$ cat config.mk
export PLATFORM = sky130hd
export DESIGN_NAME = lcd_row_pixel_packer_core_flat
export DESIGN_NICKNAME = d
export VERILOG_FILES = /design/src/rtl/core/lrpp_pkg.sv /design/src/rtl/core/lrpp_ifs.sv /design/src/rtl/core/lrpp_emit.sv /design/src/rtl/core/lcd_row_pixel_packer_core.sv /design/src/flat_wrapper.sv
export VERILOG_INCLUDE_DIRS = /design/src /design/src/rtl/core
export SDC_FILE = /design/constraint.sdc
export NUM_CORES = 1
export LEC_CHECK = 0
export ABC_AREA = 1
export BUFFER_PORTS_ARGS = -buffer_cell sky130_fd_sc_hd__buf_2
export CORE_MARGIN = 1.5
export CORE_UTILIZATION = 44
export CTS_BUF_LIST = sky130_fd_sc_hd__clkbuf_4 sky130_fd_sc_hd__clkbuf_8
export CTS_CLUSTER_DIAMETER = 60
export CTS_CLUSTER_SIZE = 16
export DETAILED_ROUTE_END_ITERATION = 8
export PLACE_DENSITY = 0.72
export SLEW_MARGIN = 20
export SYNTH_ARGS = -nofsm -noshare
export SYNTH_HDL_FRONTEND = slang
export SYNTH_SLANG_ARGS = --single-unit
$ cat constraint.sdc
create_clock -name clk -period 4.6 [get_ports clk]
set_input_delay 0.23 -clock clk [delete_from_list [all_inputs] [get_ports clk]]
set_output_delay 0.23 -clock clk [all_outputs]
set_load 0.01 [all_outputs]
$ cat src/rtl/core/lcd_row_pixel_packer_core_assert.svh
// ----------------------------------------------------------------------------
// lcd_row_pixel_packer_core_assert.svh
// Assertion macros shared by the pixel packer RTL.
// ----------------------------------------------------------------------------
`ifndef LCD_ROW_PIXEL_PACKER_CORE_ASSERT_SVH
`define LCD_ROW_PIXEL_PACKER_CORE_ASSERT_SVH

// same-cycle implication, sampled on clk, off during reset
`define LRPP_ASSERT_SAME(lbl, ante, cons) \
    lbl: assert property (@(posedge clk) disable iff (!rst_n) (ante) |-> (cons)) \
        else $error("lrpp assertion failed");

// next-cycle implication, sampled on clk, off during reset
`define LRPP_ASSERT_NEXT(lbl, ante, cons) \
    lbl: assert property (@(posedge clk) disable iff (!rst_n) (ante) |=> (cons)) \
        else $error("lrpp assertion failed");

`endif

$ cat src/rtl/core/lrpp_pkg.sv
// ----------------------------------------------------------------------------
// lrpp_pkg
// Geometry, LCD command codes and shared types of the pixel packer.
// ----------------------------------------------------------------------------
package lrpp_pkg;

    localparam int ROWS       = 128;
    localparam int COLUMNS    = 160;
    localparam int ROW_PIXELS = (COLUMNS / 8) * 8;
    localparam int COL_W      = $clog2(ROW_PIXELS);
    localparam int ROW_W      = (ROWS > 1) ? $clog2(ROWS) : 1;
    localparam int GROUP_W    = 14;

    localparam logic [7:0] CMD_NOP   = 8'h00;
    localparam logic [7:0] CMD_MOVE  = 8'h11;
    localparam logic [7:0] CMD_PRINT = 8'h12;

    localparam logic TARGET_CMD  = 1'b0;
    localparam logic TARGET_DATA = 1'b1;

    typedef enum logic [7:0] {
        STEP_NOP_A  = 8'b0000_0001,
        STEP_MOVE   = 8'b0000_0010,
        STEP_ROW_HI = 8'b0000_0100,
        STEP_ROW_LO = 8'b0000_1000,
        STEP_NOP_B  = 8'b0001_0000,
        STEP_PRINT  = 8'b0010_0000,
        STEP_GRP_HI = 8'b0100_0000,
        STEP_GRP_LO = 8'b1000_0000
    } step_t;

    typedef struct packed {
        logic       header;
        logic       group;
        logic [7:0] row_hi;
        logic [7:0] row_lo;
        logic [7:0] grp_hi;
        logic [7:0] grp_lo;
    } job_t;

endpackage

$ cat src/rtl/core/lrpp_ifs.sv
// ----------------------------------------------------------------------------
// lrpp_ifs
// Valid/ready channels: pixel input and LCD register write output.
// ----------------------------------------------------------------------------
interface lrpp_pixel_if;
    logic       valid;
    logic       ready;
    logic [7:0] pixel;

    modport source (output valid, output pixel, input ready);
    modport sink   (input valid, input pixel, output ready);
endinterface

interface lrpp_write_if;
    logic       valid;
    logic       ready;
    logic       target;
    logic [7:0] value;
    logic       last;

    modport source (output valid, output target, output value, output last, input ready);
    modport sink   (input valid, input target, input value, input last, output ready);
endinterface

$ cat src/rtl/core/lrpp_emit.sv
// ----------------------------------------------------------------------------
// lrpp_emit
// Holds one job and plays out its register writes, one per transaction.
// ----------------------------------------------------------------------------
module lrpp_emit
(
    input  logic                 clk,
    input  logic                 rst_n,
    input  logic                 load,
    input  lrpp_pkg::job_t       job,
    output logic                 free,
    lrpp_write_if.source         writes
);

    logic                 valid_reg;
    logic                 valid_next;
    lrpp_pkg::step_t      step_reg;
    lrpp_pkg::step_t      step_next;
    lrpp_pkg::step_t      step_after;
    lrpp_pkg::job_t       job_reg;
    logic                 fire;
    logic                 is_last;

    assign fire    = valid_reg && writes.ready;
    assign is_last = (step_reg == lrpp_pkg::STEP_GRP_LO) ||
                     ((step_reg == lrpp_pkg::STEP_PRINT) && !job_reg.group);
    assign free    = !valid_reg || (fire && is_last);

    always_comb
    begin
        case (step_reg)
            lrpp_pkg::STEP_NOP_A:  step_after = lrpp_pkg::STEP_MOVE;
            lrpp_pkg::STEP_MOVE:   step_after = lrpp_pkg::STEP_ROW_HI;
            lrpp_pkg::STEP_ROW_HI: step_after = lrpp_pkg::STEP_ROW_LO;
            lrpp_pkg::STEP_ROW_LO: step_after = lrpp_pkg::STEP_NOP_B;
            lrpp_pkg::STEP_NOP_B:  step_after = lrpp_pkg::STEP_PRINT;
            lrpp_pkg::STEP_PRINT:  step_after = lrpp_pkg::STEP_GRP_HI;
            lrpp_pkg::STEP_GRP_HI: step_after = lrpp_pkg::STEP_GRP_LO;
            default:               step_after = lrpp_pkg::STEP_NOP_A;
        endcase
    end

    always_comb
    begin
        valid_next = valid_reg;
        step_next  = step_reg;
        if (load)
        begin
            valid_next = 1'b1;
            step_next  = job.header ? lrpp_pkg::STEP_NOP_A : lrpp_pkg::STEP_GRP_HI;
        end
        else if (fire)
        begin
            if (is_last)
            begin
                valid_next = 1'b0;
            end
            else
            begin
                step_next = step_after;
            end
        end
    end

    always_ff @(posedge clk or negedge rst_n)
    begin
        if (!rst_n)
        begin
            valid_reg <= 1'b0;
            step_reg  <= lrpp_pkg::STEP_NOP_A;
        end
        else
        begin
            valid_reg <= valid_next;
            step_reg  <= step_next;
        end
    end

    always_ff @(posedge clk)
    begin
        if (load)
        begin
            job_reg <= job;
        end
    end

    always_comb
    begin
        case (step_reg)
            lrpp_pkg::STEP_NOP_A:
            begin
                writes.target = lrpp_pkg::TARGET_CMD;
                writes.value  = lrpp_pkg::CMD_NOP;
            end
            lrpp_pkg::STEP_MOVE:
            begin
                writes.target = lrpp_pkg::TARGET_CMD;
                writes.value  = lrpp_pkg::CMD_MOVE;
            end
            lrpp_pkg::STEP_ROW_HI:
            begin
                writes.target = lrpp_pkg::TARGET_DATA;
                writes.value  = job_reg.row_hi;
            end
            lrpp_pkg::STEP_ROW_LO:
            begin
                writes.target = lrpp_pkg::TARGET_DATA;
                writes.value  = job_reg.row_lo;
            end
            lrpp_pkg::STEP_NOP_B:
            begin
                writes.target = lrpp_pkg::TARGET_CMD;
                writes.value  = lrpp_pkg::CMD_NOP;
            end
            lrpp_pkg::STEP_PRINT:
            begin
                writes.target = lrpp_pkg::TARGET_CMD;
                writes.value  = lrpp_pkg::CMD_PRINT;
            end
            lrpp_pkg::STEP_GRP_HI:
            begin
                writes.target = lrpp_pkg::TARGET_DATA;
                writes.value  = job_reg.grp_hi;
            end
            default:
            begin
                writes.target = lrpp_pkg::TARGET_DATA;
                writes.value  = job_reg.grp_lo;
            end
        endcase
    end

    assign writes.valid = valid_reg;
    assign writes.last  = is_last;

endmodule

$ cat src/rtl/core/lcd_row_pixel_packer_core.sv
// ----------------------------------------------------------------------------
// lcd_row_pixel_packer_core
// Packs 2-bit gray pixels into LCD controller command and data writes.
// ----------------------------------------------------------------------------
// Usage:
//   pixels : one frame buffer byte per transaction, bits 1..0 are the gray
//            level, pixels in raster order.
//   writes : one LCD register write per transaction (target 0 = command,
//            1 = data), last marks the final write caused by a pixel.
//   The first pixel of a row yields a six-write header (move, row address,
//   print); every eighth pixel of a row yields two data bytes.
//   Timing: the first write of a pixel is offered the cycle after it is
//   taken. Pixels that cause no write are taken one per cycle, also while
//   the emitter is busy. A pixel with writes holds the write register
//   until its last write leaves, as there is a single write port; the
//   next pixel with writes is taken at the earliest as that write leaves.
//   Reset clears the row, column and group state; the next pixel starts
//   row 0. A stalled receiver holds the current write steady and stops
//   pixel intake once a pixel with writes is waiting behind it.
// ----------------------------------------------------------------------------
`include "lcd_row_pixel_packer_core_assert.svh"

module lcd_row_pixel_packer_core
(
    input  logic          clk,
    input  logic          rst_n,
    lrpp_pixel_if.sink    pixels,
    lrpp_write_if.source  writes
);

    logic [lrpp_pkg::COL_W-1:0]   column_reg;
    logic [lrpp_pkg::COL_W-1:0]   column_next;
    logic [lrpp_pkg::ROW_W-1:0]   row_reg;
    logic [lrpp_pkg::ROW_W-1:0]   row_next;
    logic [lrpp_pkg::GROUP_W-1:0] group_reg;
    logic [lrpp_pkg::GROUP_W-1:0] group_next;

    logic                         accept;
    logic                         free;
    logic [2:0]                   pos;
    logic [1:0]                   gray;
    logic [7:0]                   row_y;
    logic                         row_start;
    logic                         group_done;
    lrpp_pkg::job_t               job;

    assign pos        = column_reg[2:0];
    assign gray       = pixels.pixel[1:0];
    assign row_y      = 8'(row_reg);
    assign row_start  = (column_reg == '0);
    assign group_done = (pos == 3'd7);

    // pixels without writes only touch the counters and the group, so they
    // pass while the emitter is busy
    assign pixels.ready = free || !(row_start || group_done);
    assign accept       = pixels.valid && pixels.ready;

    always_comb
    begin
        job.header = row_start;
        job.group  = group_done;
        job.row_hi = {3'b000, row_y[7:3]};
        job.row_lo = {row_y[2:0], 5'b00000};
        job.grp_hi = {gray, group_reg[13:8]};
        job.grp_lo = group_reg[7:0];
    end

    always_comb
    begin
        group_next  = group_reg;
        column_next = column_reg;
        row_next    = row_reg;
        if (accept)
        begin
            if (group_done)
            begin
                group_next = '0;
            end
            else
            begin
                group_next[{pos, 1'b0} +: 2] = gray;
            end
            if (column_reg == lrpp_pkg::COL_W'(lrpp_pkg::ROW_PIXELS - 1))
            begin
                column_next = '0;
                if (row_reg == lrpp_pkg::ROW_W'(lrpp_pkg::ROWS - 1))
                begin
                    row_next = '0;
                end
                else
                begin
                    row_next = row_reg + 1'b1;
                end
            end
            else
            begin
                column_next = column_reg + 1'b1;
            end
        end
    end

    always_ff @(posedge clk or negedge rst_n)
    begin
        if (!rst_n)
        begin
            column_reg <= '0;
            row_reg    <= '0;
            group_reg  <= '0;
        end
        else
        begin
            column_reg <= column_next;
            row_reg    <= row_next;
            group_reg  <= group_next;
        end
    end

    lrpp_emit u_emit
    (
        .clk    (clk),
        .rst_n  (rst_n),
        .load   (accept && (row_start || group_done)),
        .job    (job),
        .free   (free),
        .writes (writes)
    );

    `LRPP_ASSERT_SAME(a_idle_takes_pixel, !writes.valid, pixels.ready)
    `LRPP_ASSERT_NEXT(a_row_header_first, accept && row_start,
        writes.valid && writes.target == lrpp_pkg::TARGET_CMD && writes.value == lrpp_pkg::CMD_NOP)
    `LRPP_ASSERT_NEXT(a_group_cleared, accept && group_done, group_reg == '0)

endmodule
$ cat src/flat_wrapper.sv
// flat-port wrapper written by rule: the top's interface ports become plain ports
module lcd_row_pixel_packer_core_flat 
  (clk, rst_n, pixels_valid, pixels_pixel, pixels_ready, writes_valid, writes_target, writes_value, writes_last, writes_ready);
  lrpp_pixel_if pixels_i ();
  lrpp_write_if writes_i ();
  input  logic clk;
  input  logic rst_n;
  input wire logic [$bits(pixels_i.valid)-1:0] pixels_valid;
  input wire logic [$bits(pixels_i.pixel)-1:0] pixels_pixel;
  output wire logic [$bits(pixels_i.ready)-1:0] pixels_ready;
  output wire logic [$bits(writes_i.valid)-1:0] writes_valid;
  output wire logic [$bits(writes_i.target)-1:0] writes_target;
  output wire logic [$bits(writes_i.value)-1:0] writes_value;
  output wire logic [$bits(writes_i.last)-1:0] writes_last;
  input wire logic [$bits(writes_i.ready)-1:0] writes_ready;
  assign pixels_i.valid = pixels_valid;
  assign pixels_i.pixel = pixels_pixel;
  assign pixels_ready = pixels_i.ready;
  assign writes_valid = writes_i.valid;
  assign writes_target = writes_i.target;
  assign writes_value = writes_i.value;
  assign writes_last = writes_i.last;
  assign writes_i.ready = writes_ready;
  lcd_row_pixel_packer_core u_core (.clk(clk), .rst_n(rst_n), .pixels(pixels_i), .writes(writes_i));
endmodule
After elaboration in Yosys (flattened, before gate mapping)
Index checks and enable logic that the tools add are counted.

operators by class
  $add $sub $neg = 3
  multiply operators = 0
  divide/modulo/power cells = 0
  $lt $le $gt $ge = 0
  equality and inequality tests = 12
  shift operators = 2
  muxes and demuxes = 14
  bitwise logic cells = 0
  reduce and logical (&&, ||, !) cells = 20

operator list
  cell                                                  count
  one-hot mux 8 bit (7 select lines)                    1
  one-hot mux 8 bit (6 select lines)                    1
  2-to-1 mux 8 bit                                      4
  equality test 8 bit, second input constant            2
  bitwise mux 14 bit                                    1
  2-to-1 mux 14 bit                                     1
  2-to-1 mux 7 bit                                      2
  variable shift 2 x 6 -> 14 bit, first input constant  1
  indexed part select 2 x 6 -> 14 bit                   1
  adder 8 x 1 -> 8 bit, second input constant           1
  equality test 8 x 1 -> 1 bit, second input constant   1
  equality test 8 x 2 -> 1 bit, second input constant   1
  equality test 8 x 3 -> 1 bit, second input constant   1
  equality test 8 x 4 -> 1 bit, second input constant   1
  equality test 8 x 5 -> 1 bit, second input constant   1
  equality test 8 x 6 -> 1 bit, second input constant   1
  equality test 8 x 7 -> 1 bit, second input constant   1
  zero test 8 bit                                       1
  adder 7 x 1 -> 7 bit, second input constant           1
  equality test 7 bit, second input constant            1
  negator 4 -> 6 bit                                    1
  AND reduction 2 bit                                   3
  logical AND 1 bit                                     5
  logical OR 1 bit                                      4
  7 further kinds                                       13

storage, ports and cells
  bits in registers = 62
  bits in latches = 0
  memory bits (writable) = 0
  bits in read-only memories = 0
  bits of input ports = 12
  word-level logic and storage cells = 61
  memories = 0

Logic depth before layout (Yosys ltp)
Gate-level depths: netlist (run 1).

  depth in word-level cells = 10
  mapped depth = 13
  mapped depth without buffers = 12

Modules after synthesis
From an unflattened synthesis (run 1), not the netlist that was laid out.

second synthesis, totals
  cell total of the unflattened synthesis = 428
  area, all modules = 3,647.2 um^2

modules (own cells, without submodules)
  module                     times used  cells each  area each (um^2)  sequential area each (um^2)
  lrpp_emit                  1           175         1,826.8           1,217.4
  lcd_row_pixel_packer_core  1           253         1,820.5           725.7

Worst setup path after synthesis (run 1)
Ideal clock, no wire load.

  path type = register to register
  start = reg u_core.column_reg[0] in the netlist's numbering
  end = reg u_core.u_emit.job_reg[0] in the netlist's numbering, enable pin
  library setup time = 0.379 ns
  data arrival time = 1.813 ns
  slack = 2.408 ns
  stages on the path, launching flop included = 10
  period minus slack after synthesis = 2.192 ns
  path through = dfrtp_1 > inv_1 > ha_1 > nand2_1 > nor2_1 > nand3_1 > nand2_1 > nand3_1 > buf_4 > inv_1

on the way
  longest elaborated chain between the ends = 6

RTL lines
  what                                                    RTL line                                                           source
  start: declaration                                      lcd_row_pixel_packer_core.sv:31                                    logic [lrpp_pkg::COL_W-1:0] column_reg;
  start signal: assignment                                lcd_row_pixel_packer_core.sv:112                                   column_reg <= column_next;
  zero test 8 bit or equality test 3 bit (tied branches)  lcd_row_pixel_packer_core.sv:50, lcd_row_pixel_packer_core.sv:51
  logical OR 1 bit (*)                                    lcd_row_pixel_packer_core.sv:55, lcd_row_pixel_packer_core.sv:122
  zero test 1 bit                                         lcd_row_pixel_packer_core.sv:55                                    assign pixels.ready = free || !(row_start || group_done);
  logical OR 1 bit                                        lcd_row_pixel_packer_core.sv:55
  logical AND 1 bit                                       lcd_row_pixel_packer_core.sv:56                                    assign accept = pixels.valid && pixels.ready;
  logical AND 1 bit (*)                                   lcd_row_pixel_packer_core.sv:122                                   .load (accept && (row_start || group_done)),
  net u_core.u_emit.load                                  lrpp_emit.sv:9                                                     input logic load,
  end signal: assignment                                  lrpp_emit.sv:83                                                    job_reg <= job;
  end: declaration                                        lrpp_emit.sv:20                                                    lrpp_pkg::job_t job_reg;

Mark *: on every way through the listed nets, which the timed path passes. The rest lies on a longest branch.
A chain may end at the register's enable or synchronous reset.

Worst setup path after layout (run 1)
  start = reg u_core.column_reg[0] in the netlist's numbering
  end = reg u_core.u_emit.job_reg[10] in the netlist's numbering, enable pin

Same word-level chain as after synthesis.

==> impl_metrics.json, run 1 <==
{
  "switching_power_mw": 0.7532,
  "reg2reg_from": "u_core.column_reg[0]",
  "grt_antenna_before_repair": 0,
  "power.density_cell_area_mw_per_mm2": 563.6,
  "status": "finished clean",
  "combPwrFrac": 0.360,
  "area_overhead_vs_synth_pct": 11.66,
  "worstReg2RegEnd": "u_core.u_emit.job_reg[10]",
  "grt_start_max_net_pins": 39,
  "setup-tns-final_ns": 0,
  "post-route-util": 0.5129,
  "finalPower_mw": 1.986,
  "stdcell_count": 492,
  "min_period_over_period": 0.6030,
  "cellLeakagePower_nw": 1.783,
  "synth_nets": 384,
  "die_h_um": 87.69,
  "synth_async_sr_flop_share": 0.6129,
  "layout.cells.most_common": "nand2_1",
  "routedWlPerCell_um": 12.19,
  "post_cts.repair.setup_buffers": 0,
  "post_cts_resize_count": 0,
  "min_period_ns": 2.774,
  "maxClockFrequency_ghz": 0.3605,
  "max_slew.worst_pin.slew_ns": 0.8806,
  "fraction_of_the_yosys_area_taken_by_sequential_cells": 0.5301,
  "hold_path_class": "primary input to async pin",
  "clock_path_buffers": 2,
  "relSlewSlack": 0.4123,
  "timing.clock.skew_ns": 0.004905,
  "fillers": 653,
  "arrival_ns": 2.73,
  "drt_first_iter_violations": 83,
  "setup.worst_path.start_class": "flip-flop",
  "fin_ws_ns": 1.826,
  "tritoncts_num_sinks": 62,
  "global_route.overflow_total": 0,
  "critical_path.cell_chain": "inv_1 -> ha_1 -> nand2_1 -> nor2_1 -> nand3_1 -> nand2_1 -> nand3_1 -> inv_1",
  "floorplan.rows": 30,
  "detail_route.first_pass.iterations": 4,
  "cp.required_ns": 4.55,
  "fp.coreArea_mm2": 0.006869,
  "rsz_0062_raised_after_global_routing": "false",
  "power_frac_clock": 0.251,
  "grt_pass1_wl_mm": 10.49,
  "detail_route.vias_per_cell": 4.835,
  "syn_inst": 367,
  "first_global_vias": 2366,
  "die-area_mm2": 0.007689,
  "switching_share": 0.3793,
  "yosys_warnings": 0,
  "dpl_worst_slack_ns": 1.801,
  "antenna_cells_inserted": 0,
  "number_of_flip_flops_under_the_largest_register_name": 24,
  "placement.io_buffers": 17,
  "synth_cell_type_count": 33,
  "reg2reg_slack_ns": 1.83,
  "cts_made_buffers": 9,
  "synth-edff-count": 24,
  "cts-hold-fix-buffers": 0,
  "power.sequential.fraction": 0.388,
  "intPower_mw": 1.232,
  "synth.cell_area_mm2": 0.003156,
  "critPathCaptureType": "flip-flop",
  "clock_slew_at_reported_path_ffs_ns": 0.06,
  "cts_root_buffer": "clkbuf_8",
  "maximum_resistive_drop_on_vdd_mv": 0.4135,
  "nNetsFinal": 408,
  "yosysTopAreaCell": "dfrtp_1",
  "dp_hpwl_mm": 4.406,
  "postRouteWirelength_mm": 5.999,
  "critPathSlowestCell": "inv_1",
  "highest_net_fanout_along_the_worst_path": 24,
  "cts_tree": "yes",
  "maxSlewViolCount": 0,
  "timing_worst_setup_path_type": "flip-flop to flip-flop",
  "initial_core_util": 0.4594,
  "dieWidth_um": 87.69,
  "routabilityCongestion": 0.8462,
  "drv_cap": 0,
  "post_route_cells_drive_above_1_share": 0.1641,
  "timing.final.hold_violations": 0,
  "clock_tree.htree_level_count": 3,
  "dp.cells": 476,
  "floorplan.io_pins": 24,
  "final_report_setup_violation_count": 0,
  "grt_use_total": 0.1798,
  "yosysTopAreaCellShare": 0.2934,
  "ys.flop_type": "dfrtp_1",
  "worstSkewPairLatency_ns": 0.33,
  "yosys_register_bits": 62,
  "critical_path.max_stage_delay_ns": 0.80,
  "route.detailed.drc": 0,
  "vias": 2379,
  "ff2ff_path_depth": 8,
  "synthTopCellsByArea": "dfrtp_1, edfxtp_1, nand2_1, inv_1, nand3_1",
  "drt.antenna.violating_nets": 0,
  "synthesis.area_per_instance_um2": 8.598,
  "layout.cells.most_common_list": "nand2_1, inv_1, dfrtp_1"
}
layout make-up:
| class | count | area, um2 | area share |
|---|---|---|---|
| inverter | 45 | 171.4 | 0.04865 |
| tap | 96 | 120.1 | 0.03409 |
| clock inverter | 6 | 76.32 | 0.02166 |
| multi-input combinational | 256 | 1266 | 0.3594 |
| clock buffer | 10 | 131.4 | 0.03729 |
| sequential | 62 | 1673 | 0.4748 |
| timing repair buffer | 17 | 85.08 | 0.02415 |
per-layer routing:
metal | vias to the layer above | part of all wire | track usage
met1 | 1123 | 0.47 | 0.2134
met4 | 0 | 0.012 | 0.05628
met5 | - | 0 | 0
met3 | 6 | 0.028 | 0.05749
li1 | 1219 | - | -
met2 | 31 | 0.49 | 0.3112
worst max path at each step:
stage	from	to	slack [ns]
floorplan	u_core.column_reg[0]	u_core.u_emit.job_reg[0]	2.41
global placement	u_core.column_reg[0]	u_core.u_emit.job_reg[21]	1.89
detailed placement	u_core.column_reg[0]	u_core.u_emit.job_reg[24]	1.80
CTS	u_core.column_reg[0]	u_core.u_emit.job_reg[5]	1.79
global route	u_core.column_reg[0]	u_core.u_emit.job_reg[5]	1.54
finish	u_core.column_reg[0]	u_core.u_emit.job_reg[10]	1.83
synth_stat cells, types with 4 or more instances:
| library cell | count |
|---|---|
| ha_1 | 5 |
| nor2_1 | 23 |
| edfxtp_1 | 24 |
| inv_1 | 37 |
| dfrtp_1 | 37 |
| nor3_1 | 5 |
| xor2_1 | 5 |
| nand3_1 | 23 |
| nand4_1 | 5 |
| nor2_2 | 6 |
| nand2_1 | 137 |
| nand2_2 | 8 |
| o21ai_1 | 12 |
| o21ai_0 | 4 |
| inv_2 | 7 |
through the flow:
step	cell area (um2)	hold WS, ns
after floorplan	3156	-0.06559
after global placement	3316	0.3877
after detailed placement	3316	0.4023
after CTS	3523	0.04523
after global routing	3523	0.07202
final	3523	0.02164
cells by family (layout without fill, tap and decap cells):
| logic type | Yosys count | count (layout) | synth area share |
|---|---|---|---|
| flops | 62 | 62 | 0.5301 |
| simple gates | 219 | 219 | 0.3164 |
| xor+xnor | 6 | 6 | 0.01665 |
| compound gates | 26 | 26 | 0.04838 |
| fa+ha+maj | 5 | 5 | 0.01983 |
| buf+inv | 49 | 78 | 0.06860 |
power groups by stage:
| stage | combinational (mW) | clock [mW] | sequential (mW) |
|---|---|---|---|
| final | 0.715 | 0.499 | 0.771 |
| after global routing | 0.819 | 0.535 | 0.782 |
| after CTS | 0.721 | 0.512 | 0.771 |
| after detailed placement | 0.714 | 0 | 0.782 |
| after global placement | 0.697 | 0 | 0.776 |
| after floorplan | 0.542 | 0 | 0.759 |
worst max-delay path, delay by kind of cell (launching register included):
kind	cells	cell delay, ns
adder cells (fa/ha/maj)	1	0.21
buffers and inverters	2	0.96
AND/OR/NAND/NOR	5	0.80
flip-flops	1	0.43
Note: power is estimated with default switching activity, not from simulation.
==> run 2, diff against run 1 <==
- ABC_AREA: 1 -> 0
- PLACE_DENSITY: 0.72 -> 0.75
- clock period: 4.6 -> 2.2 ns (I/O delays scaled with it)
==> impl_metrics.json, run 2 <==
{
  "yosysTopAreaCellShare": 0.2954,
  "detail_route.first_pass.iterations": 4,
  "timing.clock.skew_ns": 0.01026,
  "routedWlPerCell_um": 17.64,
  "nNetsFinal": 351,
  "most_frequently_used_cell_type_in_the_post_synthesis_netlist": "dfrtp_1",
  "timing.final.hold_violations": 0,
  "grt_util_met3": 0.04739,
  "synth_top_family_by_area": "simple AND/OR/NAND/NOR gates",
  "grt_antenna_before_repair": 0,
  "final_report_setup_violation_count": 4,
  "min_period_over_period": 1.020,
  "yosys_warnings": 0,
  "kind_of_cell_adding_the_most_delay_to_the_critical_path": "flip-flops",
  "cts_made_buffers": 9,
  "drv_cap": 0,
  "area_overhead_vs_synth_pct": 26.59,
  "min_period_ns": 2.245,
  "dpl_worst_slack_ns": -0.04880,
  "worstSkewPairLatency_ns": 0.34,
  "dieWidth_um": 87.40,
  "dp_hpwl_mm": 4.902,
  "drt_first_iter_violations": 141,
  "global_route.overflow_total": 0,
  "critical_path_buf_inv_count": 2,
  "synth-edff-count": 24,
  "clock_path_buffers": 2,
  "fraction_of_the_yosys_area_taken_by_sequential_cells": 0.5337,
  "ff2ff_path_depth": 7,
  "fp.coreArea_mm2": 0.006832,
  "synth_top_cells_by_count": "dfrtp_1, edfxtp_1, nand2_1",
  "cp.required_ns": 2.09,
  "setup.worst_path.start_class": "flip-flop",
  "finalPower_mw": 5.017,
  "dp.cells": 393,
  "stdcell_count": 435,
  "number_of_flip_flops_under_the_largest_register_name": 24,
  "cts_root_buffer": "clkbuf_8",
  "grt_pass1_wl_mm": 11.87,
  "fillers": 590,
  "grt_start_max_net_pins": 39,
  "post-route-util": 0.5808,
  "synth_nets": 289,
  "floorplan.rows": 30,
  "rsz_0062_raised_after_global_routing": "true",
  "synth.cell_area_mm2": 0.003134,
  "placement.io_buffers": 17,
  "cellLeakagePower_nw": 1.739,
  "post_synth_and_or_nand_nor_area_fraction": 0.1729,
  "relSlewSlack": 0.3934,
  "critical_path.most_common_cell": "buf_6",
  "floorplan.io_pins": 24,
  "yosysTopAreaCell": "dfrtp_1",
  "layout.cells.most_common": "buf_4",
  "synth_async_sr_flop_share": 0.6129,
  "timing_worst_setup_path_type": "flip-flop to output port",
  "synthesis.area_per_instance_um2": 11.52,
  "path_depth": 6,
  "global_route.usage.met2": 0.3252,
  "critPathCaptureType": "output port",
  "die-area_mm2": 0.007639,
  "cts_tree": "yes",
  "die_h_um": 87.40,
  "clock_slew_at_reported_path_ffs_ns": 0.07,
  "maxClockFrequency_ghz": 0.4454,
  "drt.antenna.violating_nets": 0,
  "post_route_cells_drive_above_1_share": 0.3186,
  "reg2reg_slack_ns": 0.02,
  "multiplexer_area_fraction_after_synthesis": 0.06148,
  "use_met1": 0.2817,
  "max_slew.worst_pin.slew_ns": 0.9099,
  "yosys_register_bits": 62,
  "hold_path_class": "primary input to flip-flop",
  "layout.cells.most_common_list": "buf_4, dfrtp_1, edfxtp_1",
  "highest_net_fanout_along_the_worst_path": 5,
  "critical_path.max_stage_delay_ns": 0.62,
  "maximum_resistive_drop_on_vdd_mv": 0.8619,
  "antenna_cells_inserted": 0,
  "status": "complete, but fails checks",
  "whs_path_depth": 4,
  "fin_ws_ns": -0.04496,
  "arrival_ns": 2.13,
  "grt_use_total": 0.2101,
  "ys.flop_type": "dfrtp_1",
  "vias": 2499,
  "synthTopCellsByArea": "dfrtp_1, edfxtp_1, mux2i_1, o21ai_0, nand2_1",
  "synth_fa_ha_area_frac": 0.01996,
  "maxSlewViolCount": 0,
  "initial_core_util": 0.4588,
  "clock_tree.htree_level_count": 3,
  "syn_inst": 272,
  "postRouteWirelength_mm": 7.675,
  "power.density_cell_area_mw_per_mm2": 1265,
  "violated_checks": "setup timing",
  "tritoncts_num_sinks": 62,
  "critPathSlowestCell": "dfstp_2",
  "critical_path.cell_chain": "nor4_4 -> and4b_2 -> buf_6 -> a221o_1 -> mux2_4 -> buf_6",
  "synthXorXnorAreaFrac": 0.01397,
  "synth_cell_type_count": 55,
  "route.detailed.drc": 0,
  "detail_route.vias_per_cell": 5.745,
  "grt-busiest-layer": "met2",
  "complex_gate_fraction_of_the_synthesized_area": 0.1621,
  "first_global_vias": 2298,
  "routabilityCongestion": 0.8601
}
[run 2: changes by cell type after synthesis, sizes merged, moves of 6 or more]
cell	delta
a21o	+9
inv	-34
mux2i	+17
nand2	-123
nand3	-17
nor2	-15
nor4	+7
o21ai	+6
[run 2: worst paths after layout]
check,startpoint,end
min,writes_ready,u_core.u_emit.step_reg[0]
max in group asynchronous,rst_n,u_core.u_emit.step_reg[4]
min reg2reg,u_core.group_reg[11],u_core.u_emit.job_reg[11]
min in group asynchronous,rst_n,u_core.u_emit.step_reg[5]
max reg2reg,u_core.column_reg[1],u_core.u_emit.job_reg[5]
max,u_core.u_emit.step_reg[0],writes_value[1]
[run 2: worst reg2reg max path, delay by kind of cell, from the launching register on]
family	cells	cell delay (ns)
flip-flops	1	0.41
AO/OA/AOI/OAI	2	0.54
AND/OR/NAND/NOR	1	0.40
adder cells (fa/ha/maj)	1	0.18
buffers and inverters	3	0.36
[run 2: logic make-up (layout without fill, tap and decap cells)]
family                     count (synthesis)  in the layout
AOI/OAI and AO/OA                         67             67
xor gates and xnor gates                   5              5
adders and majority gates                  5              5
buffers and inverters                     23             90
DFF                                       62             62
muxes                                     19             19
and+or+nand+nor                           91             91
[run 2: power breakdown]
group | leakage [nW] | switching, mW | internal (mW)
combinational | 0.987 | 1.20 | 1.17
sequential | 0.659 | 0.238 | 1.43
clock | 0.0933 | 0.450 | 0.531
[run 2: layout make-up]
| class | instances | area, um2 | share of cell area |
|---|---|---|---|
| Inverter | 11 | 41.29 | 0.01041 |
| Timing Repair Buffer | 63 | 508.0 | 0.1280 |
| Sequential cell | 62 | 1677 | 0.4226 |
| Clock buffer | 10 | 131.4 | 0.03311 |
| Tap cell | 96 | 120.1 | 0.03027 |
| Multi-Input combinational cell | 187 | 1428 | 0.3598 |
| Clock inverter | 6 | 62.56 | 0.01577 |
[run 2: repair_timing]
action	CTS	global route
setup endpoints to repair	17	24
endpoints found under the hold margin	39	0
buffers inserted	7	15
hold buffers	3	0
gates resized for setup	12	10
cloned	1	1
pin swaps	7	7
[run 2: through the flow]
| stage | hold WS [ns] | instance area (um2) | TNS [ns] |
|---|---|---|---|
| 3_5_place_dp | 0.2812 | 3446 | -0.1510 |
| 3_3_place_gp | 0.2850 | 3446 | -0.007036 |
| 6_report | 0.2561 | 3968 | -0.1184 |
| 2_1_floorplan | -0.1856 | 3137 | -10.25 |
| 5_1_grt | 0.2615 | 3968 | -0.9642 |
| 4_1_cts | 0.2156 | 3769 | -0.1388 |
[run 2: routing by layer]
layer	wire (um)	part of all wire
met5	0	0
met4	238	0.031
met3	321	0.042
met2	3718	0.48
met1	3397	0.44
